### config.mk
export PLATFORM = sky130hd
export DESIGN_NAME = color_gradient_band_interpolator_top
export DESIGN_NICKNAME = d
export VERILOG_FILES = /design/src/rtl/cgbi_pkg.sv /design/src/rtl/cgbi_div.sv /design/src/rtl/color_gradient_band_interpolator_top.sv
export SDC_FILE = /design/constraint.sdc
export NUM_CORES = 2
export LEC_CHECK = 0
export ABC_AREA = 1
export BUFFER_PORTS_ARGS = -buffer_cell sky130_fd_sc_hd__buf_4
export CORE_AREA = 5 5 459 461
export CTS_CLUSTER_DIAMETER = 30
export DETAILED_ROUTE_END_ITERATION = 10
export DIE_AREA = 0 0 464 466
export PLACE_DENSITY_LB_ADDON = 0.15
export SETUP_SLACK_MARGIN = 0.4
export SLEW_MARGIN = 25
export SYNTH_ARGS = -nofsm -noshare
export SYNTH_HDL_FRONTEND = slang
export SYNTH_HIERARCHICAL = 1
export SYNTH_SLANG_ARGS = --single-unit
### constraint.sdc
create_clock -name clk -period 11.9 [get_ports clk]
set_clock_uncertainty 0.2 [all_clocks]
set_input_delay 2.38 -clock clk [delete_from_list [all_inputs] [get_ports clk]]
set_output_delay 2.38 -clock clk [all_outputs]
set_load 0.05 [all_outputs]
### src/rtl/cgbi_pkg.sv
// Shared types, constants and the channel lerp for the colour gradient block.
// No dependencies; imported by every module of the block.
package cgbi_pkg;

    // Table depth default and fixed-point constants
    localparam int unsigned KEYS_DEFAULT = 16;
    localparam logic [16:0] ONE_Q16      = 17'd65536;
    localparam logic [16:0] SEG_MIN_Q16  = 17'd65;
    localparam logic [31:0] T_NONE       = 32'hFFFF_FFFF;
    localparam logic [31:0] DEFAULT_COLOR_RST = 32'hFFFF_FFFF;

    // Shared divider geometry: 33-bit dividend, 17-bit divisor, one bit a cycle
    localparam int unsigned DIV_W     = 33;
    localparam int unsigned DSR_W     = 17;
    localparam int unsigned DIV_STEPS = DIV_W;

    // Configuration register indexes
    localparam logic CFG_VERTEX_COUNT  = 1'b0;
    localparam logic CFG_DEFAULT_COLOR = 1'b1;

    // Item kinds
    localparam logic KIND_WRITE = 1'b0;
    localparam logic KIND_EVAL  = 1'b1;

    typedef struct packed {
        logic        kind;
        logic [3:0]  vertex_index;
        logic [16:0] vertex_time;
        logic [31:0] vertex_min_color;
        logic [31:0] vertex_max_color;
        logic [15:0] age;
        logic [15:0] lifetime;
        logic [16:0] random_factor;
    } req_t;

    typedef struct packed {
        logic [31:0] color;
        logic        hit;
    } res_t;

    // a + trunc((b - a) * k / 65536), quotient rounded toward zero
    function automatic logic [7:0] cgbi_lerp8(input logic [7:0] a, input logic [7:0] b,
                                              input logic [16:0] k);
        logic signed [8:0]  d;
        logic signed [26:0] p;
        logic [25:0]        mag;
        logic [8:0]         q;
        d   = $signed({1'b0, b}) - $signed({1'b0, a});
        p   = d * $signed({1'b0, k});
        mag = p[26] ? 26'(-p) : p[25:0];
        q   = 9'(mag >> 16);
        return p[26] ? 8'(a - q[7:0]) : 8'(a + q[7:0]);
    endfunction

endpackage

### src/rtl/cgbi_div.sv
// Iterative restoring divider, one quotient bit per cycle.
// Depends on cgbi_pkg for its widths.
module cgbi_div (
    input  logic                      clk,
    input  logic                      rst_n,
    input  logic                      start,
    input  logic [cgbi_pkg::DIV_W-1:0] dividend,
    input  logic [cgbi_pkg::DSR_W-1:0] divisor,
    output logic                      done,
    output logic [cgbi_pkg::DIV_W-1:0] quotient
);
    import cgbi_pkg::*;

    localparam int unsigned CNT_W = $clog2(DIV_STEPS);

    logic [DIV_W-1:0] dvd_reg;
    logic [DSR_W-1:0] rem_reg;
    logic [DSR_W-1:0] dsr_reg;
    logic [CNT_W-1:0] cnt_reg;
    logic             run_reg;
    logic             done_reg;

    logic [DSR_W:0]   rem_sh;
    logic [DSR_W:0]   rem_diff;
    logic             ge;

    // One trial subtraction
    always_comb
    begin
        rem_sh   = {rem_reg, dvd_reg[DIV_W-1]};
        rem_diff = rem_sh - {1'b0, dsr_reg};
        ge       = rem_sh >= {1'b0, dsr_reg};
    end

    // Control
    always_ff @(posedge clk or negedge rst_n)
    begin
        if (!rst_n)
        begin
            run_reg  <= 1'b0;
            done_reg <= 1'b0;
            cnt_reg  <= '0;
        end
        else
        begin
            done_reg <= 1'b0;
            if (start)
            begin
                run_reg <= 1'b1;
                cnt_reg <= '0;
            end
            else if (run_reg)
            begin
                cnt_reg <= cnt_reg + 1'b1;
                if (cnt_reg == CNT_W'(DIV_STEPS - 1))
                begin
                    run_reg  <= 1'b0;
                    done_reg <= 1'b1;
                end
            end
        end
    end

    // Datapath: quotient bits shift in behind the dividend
    always_ff @(posedge clk)
    begin
        if (start)
        begin
            dvd_reg <= dividend;
            dsr_reg <= divisor;
            rem_reg <= '0;
        end
        else if (run_reg)
        begin
            dvd_reg <= {dvd_reg[DIV_W-2:0], ge};
            rem_reg <= ge ? rem_diff[DSR_W-1:0] : rem_sh[DSR_W-1:0];
        end
    end

    assign done     = done_reg;
    assign quotient = dvd_reg;

endmodule

### src/rtl/color_gradient_band_interpolator_top.sv
// Top level of the piecewise linear colour gradient with min and max bands.
// Depends on cgbi_pkg and cgbi_div.
//
// Usage
//   Items enter on start/req while busy is low. A write item (kind 0) stores
//   one keyframe in the same cycle and leaves busy low; it gives no result.
//   An evaluate item (kind 1) raises busy and yields one beat on done/result.
//   Registers vertex_count and default_color are written over cfg_valid /
//   cfg_index / cfg_data; cfg_ready is always high. Write them while idle.
// Steps of an evaluate item, using the shared divider and the lerp unit:
//   division of age by lifetime (skipped on zero lifetime),
//   a read state and a compare state per keyframe scanned, entry 0 included,
//   the blend division when the segment is long enough,
//   the channel lerps (one 8-bit channel per cycle), then the beat.
//   Shortest with fewer than two keys and zero lifetime, longest on a hit on
//   the last segment of a full table; one item is worked on at a time.
// done is high for one cycle with the result; the receiver cannot stall it.
// Reset clears control and vertex_count and sets default_color to all ones;
// the keyframe table is undefined until written.
module color_gradient_band_interpolator_top #(
    parameter int unsigned MAX_KEYS = cgbi_pkg::KEYS_DEFAULT
) (
    input  logic           clk,
    input  logic           rst_n,
    input  logic           start,
    output logic           busy,
    input  cgbi_pkg::req_t req,
    output logic           done,
    output cgbi_pkg::res_t result,
    input  logic           cfg_valid,
    output logic           cfg_ready,
    input  logic           cfg_index,
    input  logic [31:0]    cfg_data
);
    import cgbi_pkg::*;

    localparam int unsigned IDX_W = (MAX_KEYS > 1) ? $clog2(MAX_KEYS) : 1;
    localparam int unsigned CNT_W = $clog2(MAX_KEYS + 1);

    // Sequencer states
    localparam int unsigned ST_W = 3;
    localparam logic [ST_W-1:0] ST_IDLE     = 3'd0;
    localparam logic [ST_W-1:0] ST_DIV_T    = 3'd1;
    localparam logic [ST_W-1:0] ST_SCAN_RD  = 3'd2;
    localparam logic [ST_W-1:0] ST_SCAN_CMP = 3'd3;
    localparam logic [ST_W-1:0] ST_DIV_B    = 3'd4;
    localparam logic [ST_W-1:0] ST_LERP     = 3'd5;

    // Lerp phases
    localparam logic [1:0] LP_LO  = 2'd0;
    localparam logic [1:0] LP_HI  = 2'd1;
    localparam logic [1:0] LP_OUT = 2'd2;

    logic [ST_W-1:0] state_reg, state_next;

    logic [4:0]  vertex_count_reg;
    logic [31:0] default_color_reg;

    // Keyframe table
    logic [16:0] key_times      [MAX_KEYS];
    logic [31:0] key_min_colors [MAX_KEYS];
    logic [31:0] key_max_colors [MAX_KEYS];
    logic [16:0] rd_time_reg;
    logic [31:0] rd_min_reg;
    logic [31:0] rd_max_reg;

    logic [CNT_W-1:0] ptr_reg;
    logic [CNT_W-1:0] cnt_reg;
    logic [31:0]      t_reg;
    logic [16:0]      kf_reg;
    logic [16:0]      blend_reg;
    logic [16:0]      prev_time_reg;
    logic [31:0]      amin_reg, amax_reg;
    logic [31:0]      lo_reg, hi_reg, col_reg;
    logic [1:0]       lph_reg, lch_reg;
    logic             done_reg;
    res_t             result_reg;

    logic             accept, eval_go, wr_go, wr_ok;
    logic             match, last_key;
    logic [16:0]      seg, tdiff;
    logic [CNT_W-1:0] cnt_eff;
    logic             div_start, div_done;
    logic [DIV_W-1:0] div_dividend, div_quotient;
    logic [DSR_W-1:0] div_divisor;
    logic [31:0]      la_word, lb_word;
    logic [16:0]      lk;
    logic [7:0]       lerp_res;

    assign accept  = start && !busy;
    assign eval_go = accept && (req.kind == KIND_EVAL);
    assign wr_go   = accept && (req.kind == KIND_WRITE);
    assign wr_ok   = 32'(req.vertex_index) < MAX_KEYS;
    assign cnt_eff = (32'(vertex_count_reg) > MAX_KEYS) ? CNT_W'(MAX_KEYS)
                                                       : CNT_W'(vertex_count_reg);

    // Segment test on the entry pair (ptr-1, ptr)
    assign seg      = rd_time_reg - prev_time_reg;
    assign tdiff    = 17'(t_reg) - prev_time_reg;
    assign match    = (ptr_reg != '0) && (32'(prev_time_reg) <= t_reg)
                      && (t_reg <= 32'(rd_time_reg));
    assign last_key = CNT_W'(ptr_reg + 1'b1) >= cnt_reg;

    // Divider operand select and launch
    always_comb
    begin
        if (state_reg == ST_IDLE)
        begin
            div_dividend = {1'b0, req.age, 16'h0000};
            div_divisor  = {1'b0, req.lifetime};
            div_start    = eval_go && (req.lifetime != '0);
        end
        else
        begin
            div_dividend = {tdiff, 16'h0000};
            div_divisor  = seg;
            div_start    = (state_reg == ST_SCAN_CMP) && match && (seg > SEG_MIN_Q16);
        end
    end

    cgbi_div u_div (
        .clk      (clk),
        .rst_n    (rst_n),
        .start    (div_start),
        .dividend (div_dividend),
        .divisor  (div_divisor),
        .done     (div_done),
        .quotient (div_quotient)
    );

    // Table write and registered read at the scan pointer
    always_ff @(posedge clk)
    begin
        if (wr_go && wr_ok)
        begin
            key_times[IDX_W'(req.vertex_index)]      <= req.vertex_time;
            key_min_colors[IDX_W'(req.vertex_index)] <= req.vertex_min_color;
            key_max_colors[IDX_W'(req.vertex_index)] <= req.vertex_max_color;
        end
        rd_time_reg <= key_times[ptr_reg[IDX_W-1:0]];
        rd_min_reg  <= key_min_colors[ptr_reg[IDX_W-1:0]];
        rd_max_reg  <= key_max_colors[ptr_reg[IDX_W-1:0]];
    end

    // Shared channel lerp operands
    always_comb
    begin
        case (lph_reg)
            LP_LO:
            begin
                la_word = amin_reg;
                lb_word = rd_min_reg;
                lk      = blend_reg;
            end
            LP_HI:
            begin
                la_word = amax_reg;
                lb_word = rd_max_reg;
                lk      = blend_reg;
            end
            default:
            begin
                la_word = lo_reg;
                lb_word = hi_reg;
                lk      = kf_reg;
            end
        endcase
        lerp_res = cgbi_lerp8(la_word[{lch_reg, 3'b000} +: 8],
                              lb_word[{lch_reg, 3'b000} +: 8], lk);
    end

    // Sequencer next state
    always_comb
    begin
        state_next = state_reg;
        unique case (state_reg)
            ST_IDLE:
                if (eval_go)
                    state_next = (req.lifetime != '0) ? ST_DIV_T : ST_SCAN_RD;
            ST_DIV_T:
                if (div_done)
                    state_next = ST_SCAN_RD;
            ST_SCAN_RD:
                state_next = (cnt_reg < CNT_W'(2)) ? ST_IDLE : ST_SCAN_CMP;
            ST_SCAN_CMP:
                if (match)
                    state_next = (seg > SEG_MIN_Q16) ? ST_DIV_B : ST_LERP;
                else if (last_key)
                    state_next = ST_IDLE;
                else
                    state_next = ST_SCAN_RD;
            ST_DIV_B:
                if (div_done)
                    state_next = ST_LERP;
            ST_LERP:
                if (lph_reg == LP_OUT && lch_reg == 2'd3)
                    state_next = ST_IDLE;
            default:
                state_next = ST_IDLE;
        endcase
    end

    // Control registers
    always_ff @(posedge clk or negedge rst_n)
    begin
        if (!rst_n)
        begin
            state_reg         <= ST_IDLE;
            vertex_count_reg  <= '0;
            default_color_reg <= DEFAULT_COLOR_RST;
            done_reg          <= 1'b0;
            ptr_reg           <= '0;
            lph_reg           <= LP_LO;
            lch_reg           <= '0;
        end
        else
        begin
            state_reg <= state_next;
            done_reg  <= 1'b0;

            if (cfg_valid)
            begin
                unique case (cfg_index)
                    CFG_VERTEX_COUNT:  vertex_count_reg  <= cfg_data[4:0];
                    CFG_DEFAULT_COLOR: default_color_reg <= cfg_data;
                    default: ;
                endcase
            end

            case (state_reg)
                ST_IDLE:
                    ptr_reg <= '0;
                ST_SCAN_RD:
                    if (cnt_reg < CNT_W'(2))
                        done_reg <= 1'b1;
                ST_SCAN_CMP:
                begin
                    lph_reg <= LP_LO;
                    lch_reg <= '0;
                    if (!match && last_key)
                        done_reg <= 1'b1;
                    else if (!match)
                        ptr_reg <= ptr_reg + 1'b1;
                end
                ST_LERP:
                begin
                    lch_reg <= lch_reg + 1'b1;
                    if (lch_reg == 2'd3)
                    begin
                        lph_reg <= lph_reg + 1'b1;
                        if (lph_reg == LP_OUT)
                            done_reg <= 1'b1;
                    end
                end
                default: ;
            endcase
        end
    end

    // Datapath registers
    always_ff @(posedge clk)
    begin
        case (state_reg)
            ST_IDLE:
                if (eval_go)
                begin
                    kf_reg  <= (req.random_factor > ONE_Q16) ? ONE_Q16 : req.random_factor;
                    t_reg   <= T_NONE;
                    cnt_reg <= cnt_eff;
                end
            ST_DIV_T:
                if (div_done)
                    t_reg <= div_quotient[31:0];
            ST_SCAN_RD:
                if (cnt_reg < CNT_W'(2))
                    result_reg <= '{color: default_color_reg, hit: 1'b0};
            ST_SCAN_CMP:
            begin
                blend_reg <= '0;
                if (!match)
                begin
                    prev_time_reg <= rd_time_reg;
                    amin_reg      <= rd_min_reg;
                    amax_reg      <= rd_max_reg;
                    if (last_key)
                        result_reg <= '{color: default_color_reg, hit: 1'b0};
                end
            end
            ST_DIV_B:
                if (div_done)
                    blend_reg <= div_quotient[16:0];
            ST_LERP:
            begin
                case (lph_reg)
                    LP_LO: lo_reg[{lch_reg, 3'b000} +: 8] <= lerp_res;
                    LP_HI: hi_reg[{lch_reg, 3'b000} +: 8] <= lerp_res;
                    default:
                    begin
                        col_reg[{lch_reg, 3'b000} +: 8] <= lerp_res;
                        if (lch_reg == 2'd3)
                            result_reg <= '{color: {lerp_res, col_reg[23:0]}, hit: 1'b1};
                    end
                endcase
            end
            default: ;
        endcase
    end

    assign busy      = (state_reg != ST_IDLE);
    assign done      = done_reg;
    assign result    = result_reg;
    assign cfg_ready = 1'b1;

endmodule

==> impl_results.md <==
* Gr usage total at 20.8%
* Vias at between 50000 and 60000
* Synth Cell Area at 0.0777 sq mm
* Max Cap Violations at 0
* Arr. time, crit path at approximately 11 ns
* Avg Synthesized Cell Area at between 10 and 15 sq um
* Via/cell ratio at 5.24
* Max-slew headroom at 29.3%
* Synth Register Bits at 1775
* Core ar. at 0.206 sq mm
* Synth top area share at 62.5%
* Die footprint at 0.216 sq mm
* Row Count at 167
* Setup Viol. Count Final at 0
* Critical path's slowest cell: fa_1
* Worst Setup SP: lph_reg[0]
* Hold Crit Class: flop to flop
* Register area share after synthesis at 67.0%
* Clk pin slew, worst setup/hold paths at 0.05 ns
* Fmax at 93.7 MHz
* Hold Startpoint: rd_min_reg[4]
* Status: finished, final reports clean
* Top flop regs: key_max_colors (512), key_min_colors (512), key_times (272)
* Mapped Cells at 6620
* Min Clock Period, post-route at between 10 and 15 ns
* Syn. warnings at 6
* WS Path Type: flop to flop
* Port Buffer Count at 206
* Cell taking the most area after synthesis: edfxtp_1
* Fin util at 46.5%
* Fin. max-slew vios at 0
* Largest net degree at the start of global routing at 183
* Initial DRC Count at 4380
* Final ANT Viol Nets at 0
* Die X-Extent at ~460 um
* R2R setup slack at about 1.2 ns
* CP most frequent cell: inv_1
* GRT overflow at 0
* Total wire length at roughly 230 mm
* Post-synth cell types at between 50 and 60
* Layout Nets at 7452
* DPL Wire Length at 133 mm
* Initial antenna violation count at 37
* CP max FO at 44
* Most frequent cell after synthesis: edfxtp_1
* Drt pass-1 iters at 5
* WP data required at 12.35 ns
* Final number of hold-violating endpoints at 0
* Fillers at 18620
* Starting Density at between 30 and 40%
* RSZ-0062 raised after global routing: no
* CTS tree: done
* Final GP Congestion at 0.868
* CTS Sinks at between 1500 and 2000
* Synth cell count leaders: edfxtp_1, nand2_1, nor2_1, o21ai_0, inv_1
* Most used DFF post-synth: edfxtp_1
* Hold_buf cts at 0
* H-tree level count at 5
* Final Cycle Share at between 80% and 90%
* Clock Latency Late Sink at around 0.95 ns
* Critical Path Sink Type: flop
* First-pass GRT wire length at 341 mm
* Layout cells sized above 1 at 14.9%
* Ys async rst share at 3.27%
* R2r startpoint: lph_reg[0]
* Highest cell delay on the worst timing path at approximately 0.55 ns
* CTS Buf Count at 399
* Area of the multi-input gates at 0.0229 sq mm
* CP startpoint kind: flop
* Worst-margin pin slew at 1.05 ns
* DR WL/cell at 23.0 um
* Top area cells in the synthesized netlist: edfxtp_1, o21ai_0, nand2_1, nor2_1, ha_1
* Post-synth EDFFs at 1619
* Io pins at 208
* Root Buffer Master: clkbuf_16
* Post-route DRC at 0
* Longest Clk Path Bufs at 4
* Register area at 0.0521 sq mm
* Number of global-route vias before repair at around 52000
* Fin Setup TNS at 0 ns
* Die Height at 466 um
* Area growth, synth to finish at 23.2%
==> path summary, 6_finish.rpt <==
| path | to | cells after the start |
|---|---|---|
| max in group asynchronous | ptr_reg[2] | 2 |
| hold reg to reg | amin_reg[4] | 0 |
| setup reg to reg | col_reg[7] | 52 |
| hold / removal | amin_reg[4] | 0 |
| setup / recovery | col_reg[7] | 52 |
| min in group asynchronous | default_color_reg[17] | 1 |
==> layout by cell type (no fill, tap or decap), types with 19 or more instances in the layout <==
cell type | netlist | final
nor2_4 | 3 | 20
nand4_1 | 19 | 19
ha_1 | 185 | 183
clkinvlp_4 | 0 | 27
clkbuf_16 | 0 | 404
clkinv_1 | 4 | 57
o211ai_1 | 46 | 46
dfxtp_1 | 98 | 98
mux2_2 | 27 | 27
nor2_1 | 910 | 891
clkbuf_8 | 0 | 22
buf_4 | 2 | 283
a21oi_1 | 135 | 135
xor2_1 | 33 | 32
a221oi_1 | 25 | 25
bufinv_16 | 0 | 53
clkbuf_1 | 305 | 49
edfxtp_1 | 1619 | 1619
dfstp_2 | 32 | 32
nand3_1 | 280 | 280
inv_1 | 452 | 448
fa_1 | 111 | 111
xnor2_1 | 21 | 21
o22ai_1 | 208 | 208
nor3_1 | 31 | 25
dfrtp_1 | 26 | 22
clkinv_2 | 0 | 70
o21ai_0 | 765 | 759
o221ai_1 | 119 | 119
nand2_1 | 974 | 971
or2_2 | 20 | 20
==> final cells by class <==
| type | count | share of cell area, % |
|---|---|---|
| sequential | 1775 | 54.4 |
| multi-input combinational | 4053 | 23.9 |
| inverter | 461 | 1.83 |
| timing repair buffer | 294 | 2.45 |
| clock inverter | 243 | 2.87 |
| clock buffer | 475 | 11.1 |
| tap | 2704 | 3.53 |
| antenna | 17 | 0.0444 |
==> routing by layer <==
metal / global-route usage, % / vias to the layer above / part of all wire, %
met2: 33.3 / 1635 / 46
met5: 0 / - / 0.049
met4: 5.22 / 20 / 1.9
met3: 4.60 / 336 / 6.9
li1: - / 24397 / -
met1: 29.1 / 26117 / 45
==> critical path, delay by kind of cell, from the launching register on <==
| kind | cells | cell delay, ns |
|---|---|---|
| AOI/OAI and AO/OA | 8 | 1.50 |
| xor gates and xnor gates | 2 | 0.22 |
| adders and majority gates | 10 | 4.09 |
| buffers and inverters | 9 | 1.16 |
| DFF | 1 | 0.38 |
| and+or+nand+nor | 23 | 2.81 |
==> what timing repair did <==
action / CTS / global route
setup endpoints to repair: 0 / 24
resized for setup: 0 / 5
endpoints found under the hold margin: 0 / 0
buffers inserted: 0 / 5
==> per-stage QoR <==
step | hold WS (ns) | cells | worst slack (ns) | instance area [sq um]
final | 0.215 | 10022 | 1.22 | 95800
after global routing | 0.237 | 10008 | 0.441 | 95800
after CTS | 0.221 | 9999 | 1.03 | 95700
after detailed placement | 0.223 | 9281 | 1.13 | 82400
after global placement | 0.228 | 9281 | 1.31 | 82300
after floorplan | 0.208 | 6635 | 0.451 | 77800
==> cell families (layout without fill, tap and decap cells) <==
group,Yosys count,count (layout),share of synthesized area (%)
AND/OR/NAND/NOR,2304,2304,12.1
flip-flops,1775,1775,67.0
AO/OA/AOI/OAI,1354,1354,10.1
buffers and inverters,807,1473,3.97
adder cells (fa/ha/maj),296,296,5.84
XOR/XNOR,55,55,0.629
multiplexers,27,27,0.391
other,2,34,0.00966
Power is not shown: default switching activity piles up to over one toggle a cycle in this logic, so the estimate is an artifact.
